==> src/design/sfdf_pkg.sv <==
package sfdf_pkg;

    // Input number format.
    localparam int VALUE_W   = 32;
    localparam int FRAC_BITS = 16;
    localparam int INT_W     = VALUE_W - FRAC_BITS;

    // Digit count limits and the widths of the configuration fields.
    localparam int MAX_INT_DIGITS  = 10;
    localparam int MAX_FRAC_DIGITS = 6;
    localparam int NINT_W          = 4;
    localparam int NFRAC_W         = 3;

    // Fraction scaling: magnitude times 10^nfrac, then drop the fraction bits.
    localparam int POW_W    = 20;
    localparam int PROD_W   = VALUE_W + POW_W;
    localparam int SCALED_W = PROD_W - FRAC_BITS;

    // Binary to BCD converter. Only the low BCD_DIGITS decimal digits are kept.
    localparam int BCD_DIGITS    = 6;
    localparam int BCD_W         = 4 * BCD_DIGITS;
    localparam int BITS_PER_STEP = 4;
    localparam int INT_STEPS     = INT_W / BITS_PER_STEP;
    localparam int FRAC_STEPS    = SCALED_W / BITS_PER_STEP;
    localparam int STEP_CNT_W    = 4;

    localparam int CHAR_W = 8;
    localparam logic [CHAR_W-1:0] ASCII_ZERO    = 8'h30;
    localparam logic [CHAR_W-1:0] ASCII_MINUS   = 8'h2D;
    localparam logic [CHAR_W-1:0] ASCII_POINT   = 8'h2E;
    localparam logic [CHAR_W-1:0] ASCII_NEWLINE = 8'h0A;

    typedef enum logic [1:0] {
        CHAR_MINUS,
        CHAR_DIGIT,
        CHAR_POINT,
        CHAR_NEWLINE
    } char_kind_t;

    typedef struct packed {
        logic              load_in;
        logic              load_frac;
        logic              conv_step;
        logic              emit;
        char_kind_t        kind;
        logic [NINT_W-1:0] digit_pos;
    } cmd_t;

    typedef struct packed {
        logic               neg;
        logic [NINT_W-1:0]  nint;
        logic [NFRAC_W-1:0] nfrac;
        logic               conv_done;
        logic               out_free;
    } status_t;

    function automatic logic [POW_W-1:0] pow10(input logic [NFRAC_W-1:0] n);
        logic [POW_W-1:0] p;
        unique case (n)
            3'd0:    p = 20'd1;
            3'd1:    p = 20'd10;
            3'd2:    p = 20'd100;
            3'd3:    p = 20'd1000;
            3'd4:    p = 20'd10000;
            3'd5:    p = 20'd100000;
            default: p = 20'd1000000;
        endcase
        return p;
    endfunction

endpackage

==> src/design/signed_fixed_decimal_formatter.sv <==
// Formats a signed Q16.16 beat as ASCII text, one character per output beat.
// The integer part is converted to BCD before the first character is ready; the fraction part
// is converted after the point is emitted, and only when fraction digits are printed.
// A new value is taken once the newline is in the output register.
// Reset (synchronous, aresetn low) empties the output and sets 3 integer, 2 fraction digits.
module signed_fixed_decimal_formatter (
    input  logic        aclk,
    input  logic        aresetn,
    // APB configuration port
    input  logic        psel,
    input  logic        penable,
    input  logic        pwrite,
    input  logic [2:0]  paddr,
    input  logic [31:0] pwdata,
    output logic [31:0] prdata,
    output logic        pready,
    // Input stream
    input  logic        s_tvalid,
    output logic        s_tready,
    input  logic [31:0] s_tdata,   // [31:0] value
    // Output stream
    output logic        m_tvalid,
    input  logic        m_tready,
    output logic [7:0]  m_tdata,   // [7:0] char_out
    output logic        m_tlast
);

    localparam logic REG_INT_DIGITS  = 1'b0;
    localparam logic REG_FRAC_DIGITS = 1'b1;

    logic [sfdf_pkg::NINT_W-1:0]  int_digits_reg;
    logic [sfdf_pkg::NFRAC_W-1:0] frac_digits_reg;
    logic                         cfg_write;
    logic                         reg_sel;

    sfdf_pkg::cmd_t    cmd;
    sfdf_pkg::status_t status;

    assign pready    = 1'b1;
    assign reg_sel   = paddr[2];
    assign cfg_write = psel && penable && pwrite && pready;

    always_ff @(posedge aclk) begin
        if (!aresetn) begin
            int_digits_reg  <= 4'd3;
            frac_digits_reg <= 3'd2;
        end else if (cfg_write) begin
            unique case (reg_sel)
                REG_INT_DIGITS:  int_digits_reg  <= pwdata[sfdf_pkg::NINT_W-1:0];
                REG_FRAC_DIGITS: frac_digits_reg <= pwdata[sfdf_pkg::NFRAC_W-1:0];
                default:         int_digits_reg  <= int_digits_reg;
            endcase
        end
    end

    always_comb begin
        unique case (reg_sel)
            REG_INT_DIGITS:  prdata = {28'd0, int_digits_reg};
            REG_FRAC_DIGITS: prdata = {29'd0, frac_digits_reg};
            default:         prdata = '0;
        endcase
    end

    sfdf_ctrl u_ctrl (
        .aclk     (aclk),
        .aresetn  (aresetn),
        .s_tvalid (s_tvalid),
        .s_tready (s_tready),
        .status   (status),
        .cmd      (cmd)
    );

    sfdf_datapath u_datapath (
        .aclk        (aclk),
        .aresetn     (aresetn),
        .s_value     (s_tdata),
        .int_digits  (int_digits_reg),
        .frac_digits (frac_digits_reg),
        .cmd         (cmd),
        .status      (status),
        .m_tvalid    (m_tvalid),
        .m_tready    (m_tready),
        .m_char      (m_tdata),
        .m_last      (m_tlast)
    );

endmodule

==> src/design/sfdf_ctrl.sv <==
module sfdf_ctrl (
    input  logic             aclk,
    input  logic             aresetn,
    input  logic             s_tvalid,
    output logic             s_tready,
    input  sfdf_pkg::status_t status,
    output sfdf_pkg::cmd_t   cmd
);

    typedef enum logic [2:0] {
        ST_IDLE,
        ST_CONV_INT,
        ST_SIGN,
        ST_INT_DIG,
        ST_POINT,
        ST_CONV_FRAC,
        ST_FRAC_DIG,
        ST_NEWLINE
    } state_t;

    state_t                          state_reg;
    state_t                          state_next;
    logic [sfdf_pkg::NINT_W-1:0]     digit_index_reg;
    logic [sfdf_pkg::NINT_W-1:0]     digit_index_next;

    assign s_tready = (state_reg == ST_IDLE);

    always_comb begin
        state_next       = state_reg;
        digit_index_next = digit_index_reg;
        cmd              = '0;
        cmd.kind         = sfdf_pkg::CHAR_DIGIT;
        cmd.digit_pos    = digit_index_reg;
        unique case (state_reg)
            ST_IDLE: begin
                if (s_tvalid) begin
                    cmd.load_in = 1'b1;
                    state_next  = ST_CONV_INT;
                end
            end
            ST_CONV_INT: begin
                if (status.conv_done) begin
                    digit_index_next = status.nint - 4'd1;
                    state_next       = ST_SIGN;
                end else begin
                    cmd.conv_step = 1'b1;
                end
            end
            ST_SIGN: begin
                if (!status.neg) begin
                    state_next = ST_INT_DIG;
                end else if (status.out_free) begin
                    cmd.emit   = 1'b1;
                    cmd.kind   = sfdf_pkg::CHAR_MINUS;
                    state_next = ST_INT_DIG;
                end
            end
            ST_INT_DIG: begin
                if (status.out_free) begin
                    cmd.emit = 1'b1;
                    if (digit_index_reg == '0) begin
                        state_next = ST_POINT;
                    end else begin
                        digit_index_next = digit_index_reg - 4'd1;
                    end
                end
            end
            ST_POINT: begin
                if (status.out_free) begin
                    cmd.emit      = 1'b1;
                    cmd.kind      = sfdf_pkg::CHAR_POINT;
                    cmd.load_frac = 1'b1;
                    if (status.nfrac == '0) begin
                        state_next = ST_NEWLINE;
                    end else begin
                        state_next = ST_CONV_FRAC;
                    end
                end
            end
            ST_CONV_FRAC: begin
                if (status.conv_done) begin
                    digit_index_next = {1'b0, status.nfrac} - 4'd1;
                    state_next       = ST_FRAC_DIG;
                end else begin
                    cmd.conv_step = 1'b1;
                end
            end
            ST_FRAC_DIG: begin
                if (status.out_free) begin
                    cmd.emit = 1'b1;
                    if (digit_index_reg == '0) begin
                        state_next = ST_NEWLINE;
                    end else begin
                        digit_index_next = digit_index_reg - 4'd1;
                    end
                end
            end
            ST_NEWLINE: begin
                if (status.out_free) begin
                    cmd.emit   = 1'b1;
                    cmd.kind   = sfdf_pkg::CHAR_NEWLINE;
                    state_next = ST_IDLE;
                end
            end
            default: begin
                state_next = ST_IDLE;
            end
        endcase
    end

    always_ff @(posedge aclk) begin
        if (!aresetn) begin
            state_reg       <= ST_IDLE;
            digit_index_reg <= '0;
        end else begin
            state_reg       <= state_next;
            digit_index_reg <= digit_index_next;
        end
    end

endmodule

==> src/design/sfdf_datapath.sv <==
module sfdf_datapath (
    input  logic                                aclk,
    input  logic                                aresetn,
    input  logic [sfdf_pkg::VALUE_W-1:0]        s_value,
    input  logic [sfdf_pkg::NINT_W-1:0]         int_digits,
    input  logic [sfdf_pkg::NFRAC_W-1:0]        frac_digits,
    input  sfdf_pkg::cmd_t                      cmd,
    output sfdf_pkg::status_t                   status,
    output logic                                m_tvalid,
    input  logic                                m_tready,
    output logic [sfdf_pkg::CHAR_W-1:0]         m_char,
    output logic                                m_last
);

    logic                                 neg_reg;
    logic [sfdf_pkg::VALUE_W-1:0]         mag_reg;
    logic [sfdf_pkg::NINT_W-1:0]          nint_reg;
    logic [sfdf_pkg::NFRAC_W-1:0]         nfrac_reg;
    logic [sfdf_pkg::SCALED_W-1:0]        scaled_reg;
    logic [sfdf_pkg::SCALED_W-1:0]        src_reg;
    logic [sfdf_pkg::BCD_W-1:0]           bcd_reg;
    logic [sfdf_pkg::STEP_CNT_W-1:0]      steps_reg;
    logic                                 tvalid_reg;
    logic [sfdf_pkg::CHAR_W-1:0]          char_reg;
    logic                                 last_reg;

    logic                                 in_neg;
    logic [sfdf_pkg::VALUE_W-1:0]         in_mag;
    logic [sfdf_pkg::NINT_W-1:0]          nint_sat;
    logic [sfdf_pkg::NFRAC_W-1:0]         nfrac_sat;
    logic [sfdf_pkg::PROD_W-1:0]          prod;
    logic [sfdf_pkg::SCALED_W-1:0]        src_next;
    logic [sfdf_pkg::BCD_W-1:0]           bcd_next;
    logic [3:0]                           digit;
    logic [sfdf_pkg::CHAR_W-1:0]          char_sel;

    // The magnitude of the most negative input is 2^31, which still fits unsigned.
    assign in_neg = s_value[sfdf_pkg::VALUE_W-1];
    assign in_mag = in_neg ? (~s_value + 32'd1) : s_value;

    always_comb begin
        if (int_digits == '0) begin
            nint_sat = 4'd1;
        end else if (int_digits > 4'(sfdf_pkg::MAX_INT_DIGITS)) begin
            nint_sat = 4'(sfdf_pkg::MAX_INT_DIGITS);
        end else begin
            nint_sat = int_digits;
        end
        if (frac_digits > 3'(sfdf_pkg::MAX_FRAC_DIGITS)) begin
            nfrac_sat = 3'(sfdf_pkg::MAX_FRAC_DIGITS);
        end else begin
            nfrac_sat = frac_digits;
        end
    end

    assign prod = sfdf_pkg::PROD_W'(mag_reg) *
                  sfdf_pkg::PROD_W'(sfdf_pkg::pow10(nfrac_reg));

    // Shift-and-add-3 conversion, several source bits per cycle. Digits above
    // the kept ones are dropped, which leaves the value modulo 10^BCD_DIGITS.
    always_comb begin
        bcd_next = bcd_reg;
        src_next = src_reg;
        for (int j = 0; j < sfdf_pkg::BITS_PER_STEP; j++) begin
            for (int d = 0; d < sfdf_pkg::BCD_DIGITS; d++) begin
                if (bcd_next[d*4 +: 4] >= 4'd5) begin
                    bcd_next[d*4 +: 4] = bcd_next[d*4 +: 4] + 4'd3;
                end
            end
            bcd_next = {bcd_next[sfdf_pkg::BCD_W-2:0], src_next[sfdf_pkg::SCALED_W-1]};
            src_next = {src_next[sfdf_pkg::SCALED_W-2:0], 1'b0};
        end
    end

    // Positions above the kept digits always print as zero.
    always_comb begin
        digit = 4'd0;
        for (int d = 0; d < sfdf_pkg::BCD_DIGITS; d++) begin
            if (cmd.digit_pos == 4'(d)) begin
                digit = bcd_reg[d*4 +: 4];
            end
        end
    end

    always_comb begin
        unique case (cmd.kind)
            sfdf_pkg::CHAR_MINUS:   char_sel = sfdf_pkg::ASCII_MINUS;
            sfdf_pkg::CHAR_DIGIT:   char_sel = sfdf_pkg::ASCII_ZERO | {4'd0, digit};
            sfdf_pkg::CHAR_POINT:   char_sel = sfdf_pkg::ASCII_POINT;
            sfdf_pkg::CHAR_NEWLINE: char_sel = sfdf_pkg::ASCII_NEWLINE;
            default:                char_sel = sfdf_pkg::ASCII_NEWLINE;
        endcase
    end

    always_ff @(posedge aclk) begin
        scaled_reg <= prod[sfdf_pkg::PROD_W-1:sfdf_pkg::FRAC_BITS];
        if (cmd.load_in) begin
            neg_reg   <= in_neg;
            mag_reg   <= in_mag;
            nint_reg  <= nint_sat;
            nfrac_reg <= nfrac_sat;
            src_reg   <= {in_mag[sfdf_pkg::VALUE_W-1:sfdf_pkg::FRAC_BITS],
                          (sfdf_pkg::SCALED_W - sfdf_pkg::INT_W)'(0)};
            bcd_reg   <= '0;
        end else if (cmd.load_frac) begin
            src_reg <= scaled_reg;
            bcd_reg <= '0;
        end else if (cmd.conv_step) begin
            src_reg <= src_next;
            bcd_reg <= bcd_next;
        end
        if (cmd.emit) begin
            char_reg <= char_sel;
            last_reg <= (cmd.kind == sfdf_pkg::CHAR_NEWLINE);
        end
    end

    always_ff @(posedge aclk) begin
        if (!aresetn) begin
            steps_reg  <= '0;
            tvalid_reg <= 1'b0;
        end else begin
            if (cmd.load_in) begin
                steps_reg <= sfdf_pkg::STEP_CNT_W'(sfdf_pkg::INT_STEPS);
            end else if (cmd.load_frac) begin
                steps_reg <= sfdf_pkg::STEP_CNT_W'(sfdf_pkg::FRAC_STEPS);
            end else if (cmd.conv_step) begin
                steps_reg <= steps_reg - 4'd1;
            end
            if (cmd.emit) begin
                tvalid_reg <= 1'b1;
            end else if (m_tready) begin
                tvalid_reg <= 1'b0;
            end
        end
    end

    assign status.neg       = neg_reg;
    assign status.nint      = nint_reg;
    assign status.nfrac     = nfrac_reg;
    assign status.conv_done = (steps_reg == '0);
    assign status.out_free  = !tvalid_reg || m_tready;

    assign m_tvalid = tvalid_reg;
    assign m_char   = char_reg;
    assign m_last   = last_reg;

endmodule

==> config.mk <==
export PLATFORM = sky130hd
export DESIGN_NAME = signed_fixed_decimal_formatter
export DESIGN_NICKNAME = d
export VERILOG_FILES = /design/src/design/sfdf_pkg.sv /design/src/design/signed_fixed_decimal_formatter.sv /design/src/design/sfdf_ctrl.sv /design/src/design/sfdf_datapath.sv
export SDC_FILE = /design/constraint.sdc
export NUM_CORES = 2
export LEC_CHECK = 0
export ABC_AREA = 1
export ABC_CLOCK_PERIOD_IN_PS = 10200
export BUFFER_PORTS_ARGS = -buffer_cell sky130_fd_sc_hd__buf_2
export CORE_MARGIN = 3
export CORE_UTILIZATION = 46
export DETAILED_ROUTE_END_ITERATION = 16
export HOLD_SLACK_MARGIN = 0.1
export SLEW_MARGIN = 20
export SYNTH_ARGS = -nofsm -noshare
export SYNTH_HDL_FRONTEND = slang
export SYNTH_SLANG_ARGS = --single-unit
==> constraint.sdc <==
create_clock -name aclk -period 10.2 [get_ports aclk]
set_input_delay 1.53 -clock aclk [delete_from_list [all_inputs] [get_ports aclk]]
set_output_delay 1.53 -clock aclk [all_outputs]
set_load 0.05 [all_outputs]
### Word level (Yosys, flattened, before mapping)

Cells that the tools add are included.

| storage, ports and cells | value |
|---|---|
| logic and storage cells | 207 |
| flip-flop bits (word level) | 164 |
| output and inout bits | 44 |
| input bits | 74 |

| cells by class | value |
|---|---|
| eq/ne operators | 32 |
| bitwise gates (word level) | 3 |
| multiplexer cells | 73 |
| multipliers | 1 |
| $lt $le $gt $ge | 26 |
| reduce and logical (&&, ||, !) cells | 24 |
| add/subtract/negate cells | 29 |

Operator list:

| kind | number |
|---|---|
| $mux W4 | 33 |
| $pmux W20 S6 | 1 |
| $mux W36 | 3 |
| $ge A4 B3 Y1 const B | 24 |
| $add A4 B2 Y4 const B | 20 |
| $pmux W32 S2 | 1 |
| $mux W3 | 20 |
| $mul A32 B20 Y52 | 1 |
| $add A32 B1 Y32 const B | 1 |
| $mux W32 | 1 |
| $not A32 Y32 | 1 |
| $pmux W8 S4 | 1 |
| $pmux W3 S8 | 1 |
| $eq A3 B3 Y1 const B | 6 |
| $ne A2 B2 Y1 const B | 8 |
| $add A3 B2 Y3 const B | 4 |
| $eq A3 B2 Y1 const B | 4 |
| $logic_not A4 Y1 | 3 |
| $pmux W4 S3 | 1 |
| $sub A4 B1 Y4 const B | 3 |
| $reduce_and A10 Y1 | 1 |
| $reduce_or A2 Y1 | 5 |
| $eq A4 B2 Y1 const B | 2 |
| $eq A4 B3 Y1 const B | 2 |
| 24 further kinds | 41 |

### Depth between registers and ports, before layout

| depth | value |
|---|---|
| depth after elaboration | 8 |
| depth in mapped cells | 41 |
| depth with buffers taken out | 39 |

### Modules after synthesis

From an unflattened synthesis, not the netlist that was laid out.

| unflattened totals | value |
|---|---|
| cell total of the unflattened synthesis | 3571 |
| area total of the unflattened synthesis | 28197.0 µm² |

Modules (own cells, without submodules):

| module | times used | cells each | area each (µm²) | sequential area each (µm²) |
|---|---|---|---|---|
| sfdf_datapath | 1 | 3379 | 26969.6 | 3593.4 |
| sfdf_ctrl | 1 | 106 | 630.6 | 140.1 |
| signed_fixed_decimal_formatter | 1 | 86 | 596.8 | 140.1 |

### Worst setup path before layout

Ideal clock, no wire load.

| path | value |
|---|---|
| path type | reg-to-reg |
| start | register u_datapath.nfrac_reg[1] (netlist name) |
| end | register u_datapath.scaled_reg[35] (netlist name) |
| period minus slack after synthesis | 7.183 ns |
| path buffers | 2 |
| arrival | 7.112 ns |
| setup time | 0.072 ns |
| stages on the path, launching flop included | 36 |
| setup slack | 3.017 ns |
| required time | 10.128 ns |
| cell sequence | edfxtp_1 inv_1 ha_1 inv_1 nor2_8 nor2_4 inv_4 nor4_4 buf_6 nor2_4 inv_2 nor2_4 buf_6 nor2_1 fa_1 inv_1 fa_1 inv_1 fa_1 fa_1 fa_1 fa_1 inv_1 fa_1 inv_1 ha_1 nand2_1 nor2_1 inv_1 nor2_1 inv_1 nor3_1 a21oi_1 or2_2 nand3_1 xor2_1 |

| on the way | value |
|---|---|
| longest elaborated chain between the ends | 3 |
| elaborated cells between the ends (all ways) | 8 |
| those cells by class | mul: 1; eq/ne: 5; mux: 1; reduce/logical: 1 |

RTL lines:

| item | RTL line | RTL |
|---|---|---|
| start, declared | sfdf_datapath.sv:18 | `logic [sfdf_pkg::NFRAC_W-1:0] nfrac_reg;` |
| start signal, assigned | sfdf_datapath.sv:101 | `nfrac_reg <= nfrac_sat;` |
| $eq A3 B3 Y1, or another cell as far along | sfdf_pkg.sv:59 | `unique case (n)` |
| $pmux W20 S6 * | sfdf_pkg.sv:59 |  |
| $mul A32 B20 Y52 * | sfdf_datapath.sv:56 | `assign prod = sfdf_pkg::PROD_W'(mag_reg) *` |
| named net u_datapath.prod (one bit) | sfdf_datapath.sv:31 | `logic [sfdf_pkg::PROD_W-1:0] prod;` |
| end signal, assigned | sfdf_datapath.sv:96 | `scaled_reg <= prod[sfdf_pkg::PROD_W-1:sfdf_pkg::FRAC_BITS];` |
| end, declared | sfdf_datapath.sv:19 | `logic [sfdf_pkg::SCALED_W-1:0] scaled_reg;` |

Mark *: on every way through the listed nets, which the timed path passes. The rest lies on a longest branch.
A chain may end at the register's enable or synchronous reset.

### Worst setup path in the final report

| path | value |
|---|---|
| start | register u_datapath.nfrac_reg[1] (netlist name) |
| end | register u_datapath.scaled_reg[29] (netlist name) |

Same word-level chain as after synthesis.

==> results.md <==
- Result of the run: finished, final reports clean
- Fmax: 108.8 MHz
- Remaining Overflow, GRT: 0
- Drt drc: 0
- Global-route total usage across every layer: 0.2593
- EDFF count, synth: 63
- Skew-Pair Late Insertion Delay: 440 ps
- Final nets: 4432
- Crit path top cell by count: fa_1
- Routed len/inst: 18.03 um
- Starting Density: 0.4684
- Hold Path Sink: u_datapath.src_reg[1]$_SDFFE_PP0P_
- Synthesized cell area: 28430 um2
- First-pass GRT wire length: 129000 um
- Slowest CP cell: fa_1
- Worst Setup Slack, final: 1005 ps
- WP buf/inv: 7
- CP required: 10510 ps
- Worst setup SP type: flop
- Area share of the largest cell type after synthesis: 0.3225
- YS warnings: 0
- Cts repair resizes: 0
- Top cells by area, synth: fa_1, inv_1, ha_1, nand2_1, dfxtp_1
- Final Slew Violations: 0
- Area leader, netlist: fa_1
- Worst hold path depth: 2
- Least-Margin Pin Slew: 974.9 ps
- Clk root buf: clkbuf_16
- Netlist cell types: 57
- Post-synth ARST share: 0
- Layout area overhead: 5.392%
- Total number of vias: 22810
- Most frequent cells in the layout: inv_1, nand2_1, fa_1, nor2_1, ha_1
- Max stage delay on crit path: 660 ps
- Core ar.: 60700 um2
- Post-CTS Hold Fix Bufs: 0
- DR pass1 iterations: 6
- CP endpoint kind: flop
- IO Port Bufs: 56
- Total negative setup slack: 0 ps
- HPWL after detailed placement: 66720 um
- Worst rel slew slack: 0.3501
- CTS tree: done
- Worst Skew: 12.01 ps
- Fin crit period: 9195 ps
- Crit Path Max Fanout: 28
- # setup viols final: 0
- Post-Syn Instances: 3631
- Reg-to-reg slack, setup: 1010 ps
- 1st-iter DRT viols: 1712
- Syn_area_per_cell: 7.829 um2
- Min-delay src: u_datapath.scaled_reg[1]$_DFF_P_
- Vias per Instance: 5.138
- N_diodes: 0
- Top delay family on crit path: adder cells
- Maximum buffer depth of the clock tree: 2
- Hold WC Path Type: reg -> reg
- Boundary Pins: 118
- Post-placement setup slack: 1167 ps
- Num CTS Buffers: 17
- Final hold vios: 0
- Initial antenna violation count: 2
- Clock transition at path regs: 70 ps
- Area of the die: 64820 um2
- Max Cap Viol: 0
- Sinks on Clock Net: 162
- ANT nets after route: 0
- Post-CTS setup buffers: 0
- Die Wd: 254.6 um
- Synth Register Bits: 162
- Ys flop type: dfxtp_1
- Crit Path Class: reg -> reg
- Most common cell after layout, fill and taps aside: inv_1
- CP Launch Point: u_datapath.nfrac_reg[1]$_SDFFCE_PN1P_
- Arr. time, crit path: 9500 ps
- Fill cells: 6030
- Die H: 254.6 um
- Gpl congestion: 0.9510
- Layout cell share with drive strength beyond 1: 0.05495
- Unrepaired setup endpoints after global routing: no
- Largest net degree at the start of global routing: 71
- Area occupied by multi-input gates: 20800 um2
- Vias in the first global route: 23110
- Routed WL: 80050 um
- Crit Reg-Reg Endpoint: u_datapath.scaled_reg[29]$_DFF_P_
- Register area: 3874 um2
- Rows: 90
- Worst R2R Path Depth: 29
- RR Startpoint: u_datapath.nfrac_reg[1]$_SDFFCE_PN1P_
- # H-tree levels: 4
- Sequential-to-total area share from yosys stat: 0.1363
- Tcrit/Tclk final: 0.9014
## per-layer routing
metal / share of wire / global-route usage / vias to the layer above
li1: - / - / 10940
met1: 0.44 / 0.3561 / 11130
met2: 0.47 / 0.4310 / 619
met3: 0.056 / 0.03600 / 128
met4: 0.030 / 0.07363 / 0
met5: 0 / 0 / -
## cells by family after synthesis
logic type                 Yosys count  share of synthesized area
muxes                                6                   0.002113
DFF                                162                     0.1363
buffers and inverters              984                     0.1360
AOI/OAI and AO/OA                  342                    0.07025
and+or+nand+nor                   1345                     0.1966
xor gates and xnor gates            77                    0.02372
adders and majority gates          713                     0.4348
other                                2                  0.0002642
## layout make-up
| class | instances | area share |
|---|---|---|
| inverter | 872 | 0.1094 |
| multi-input combinational | 2514 | 0.6943 |
| clock inverter | 10 | 0.002798 |
| tap | 782 | 0.03266 |
| clock buffer | 22 | 0.01629 |
| timing repair buffer | 78 | 0.01529 |
| sequential | 162 | 0.1293 |
## Yosys cell counts, types with 4 or more instances
cell and count:
nor2_1 404, buf_4 31, o21bai_1 14, o22ai_1 10, a21oi_1 87, o211ai_1 15
clkbuf_1 52, buf_6 5, clkinv_1 5, inv_1 851, inv_2 14, or2_2 20
mux2i_1 6, dfxtp_1 99, o21ai_2 13, o221ai_1 4, ha_1 255, nand4_1 22
o21ai_0 117, nor4_1 10, edfxtp_1 63, o21ai_1 18, nand2_1 699, buf_1 12
nand3_2 9, o21a_1 4, buf_2 12, xnor2_1 21, nor2_2 8, nor2_4 5
nand2_2 12, fa_1 458, a31oi_1 32, nand3_1 119, and2_1 8, xor2_1 56
nor3_1 19, a21o_1 13
## worst max-delay path by stage
stage	end	slack [ps]	depth (start not counted)
detailed placement	u_datapath.scaled_reg[29]$_DFF_P_	1170	29
CTS	u_datapath.scaled_reg[29]$_DFF_P_	1140	29
finish	u_datapath.scaled_reg[29]$_DFF_P_	1010	29
global route	u_datapath.scaled_reg[31]$_DFF_P_	650	29
global placement	u_datapath.scaled_reg[29]$_DFF_P_	1220	29
floorplan	u_datapath.scaled_reg[35]$_DFF_P_	3020	35
## metrics by stage
stage	hold WS [ps]	util	area [um2]	instances
5_1_grt	467.3	0.4936	29960	4440
4_1_cts	435.9	0.4936	29960	4440
6_report	434.0	0.4936	29960	4440
3_5_place_dp	420.4	0.4842	29390	4408
3_3_place_gp	414.1	0.4842	29390	4408
2_1_floorplan	405.6	-	28540	3660
## worst register-to-register path: cells and delay by family (launching register included)
kind / cells / cell delay, ps
buf+inv: 7 / 1280
xor+xnor: 1 / 180
simple gates: 8 / 1830
fa+ha+maj: 9 / 4300
compound gates: 4 / 1020
flops: 1 / 430
Power is left out: the tool's default activity adds up to more than one toggle a clock period on the data nets, which glitch-free logic cannot reach.
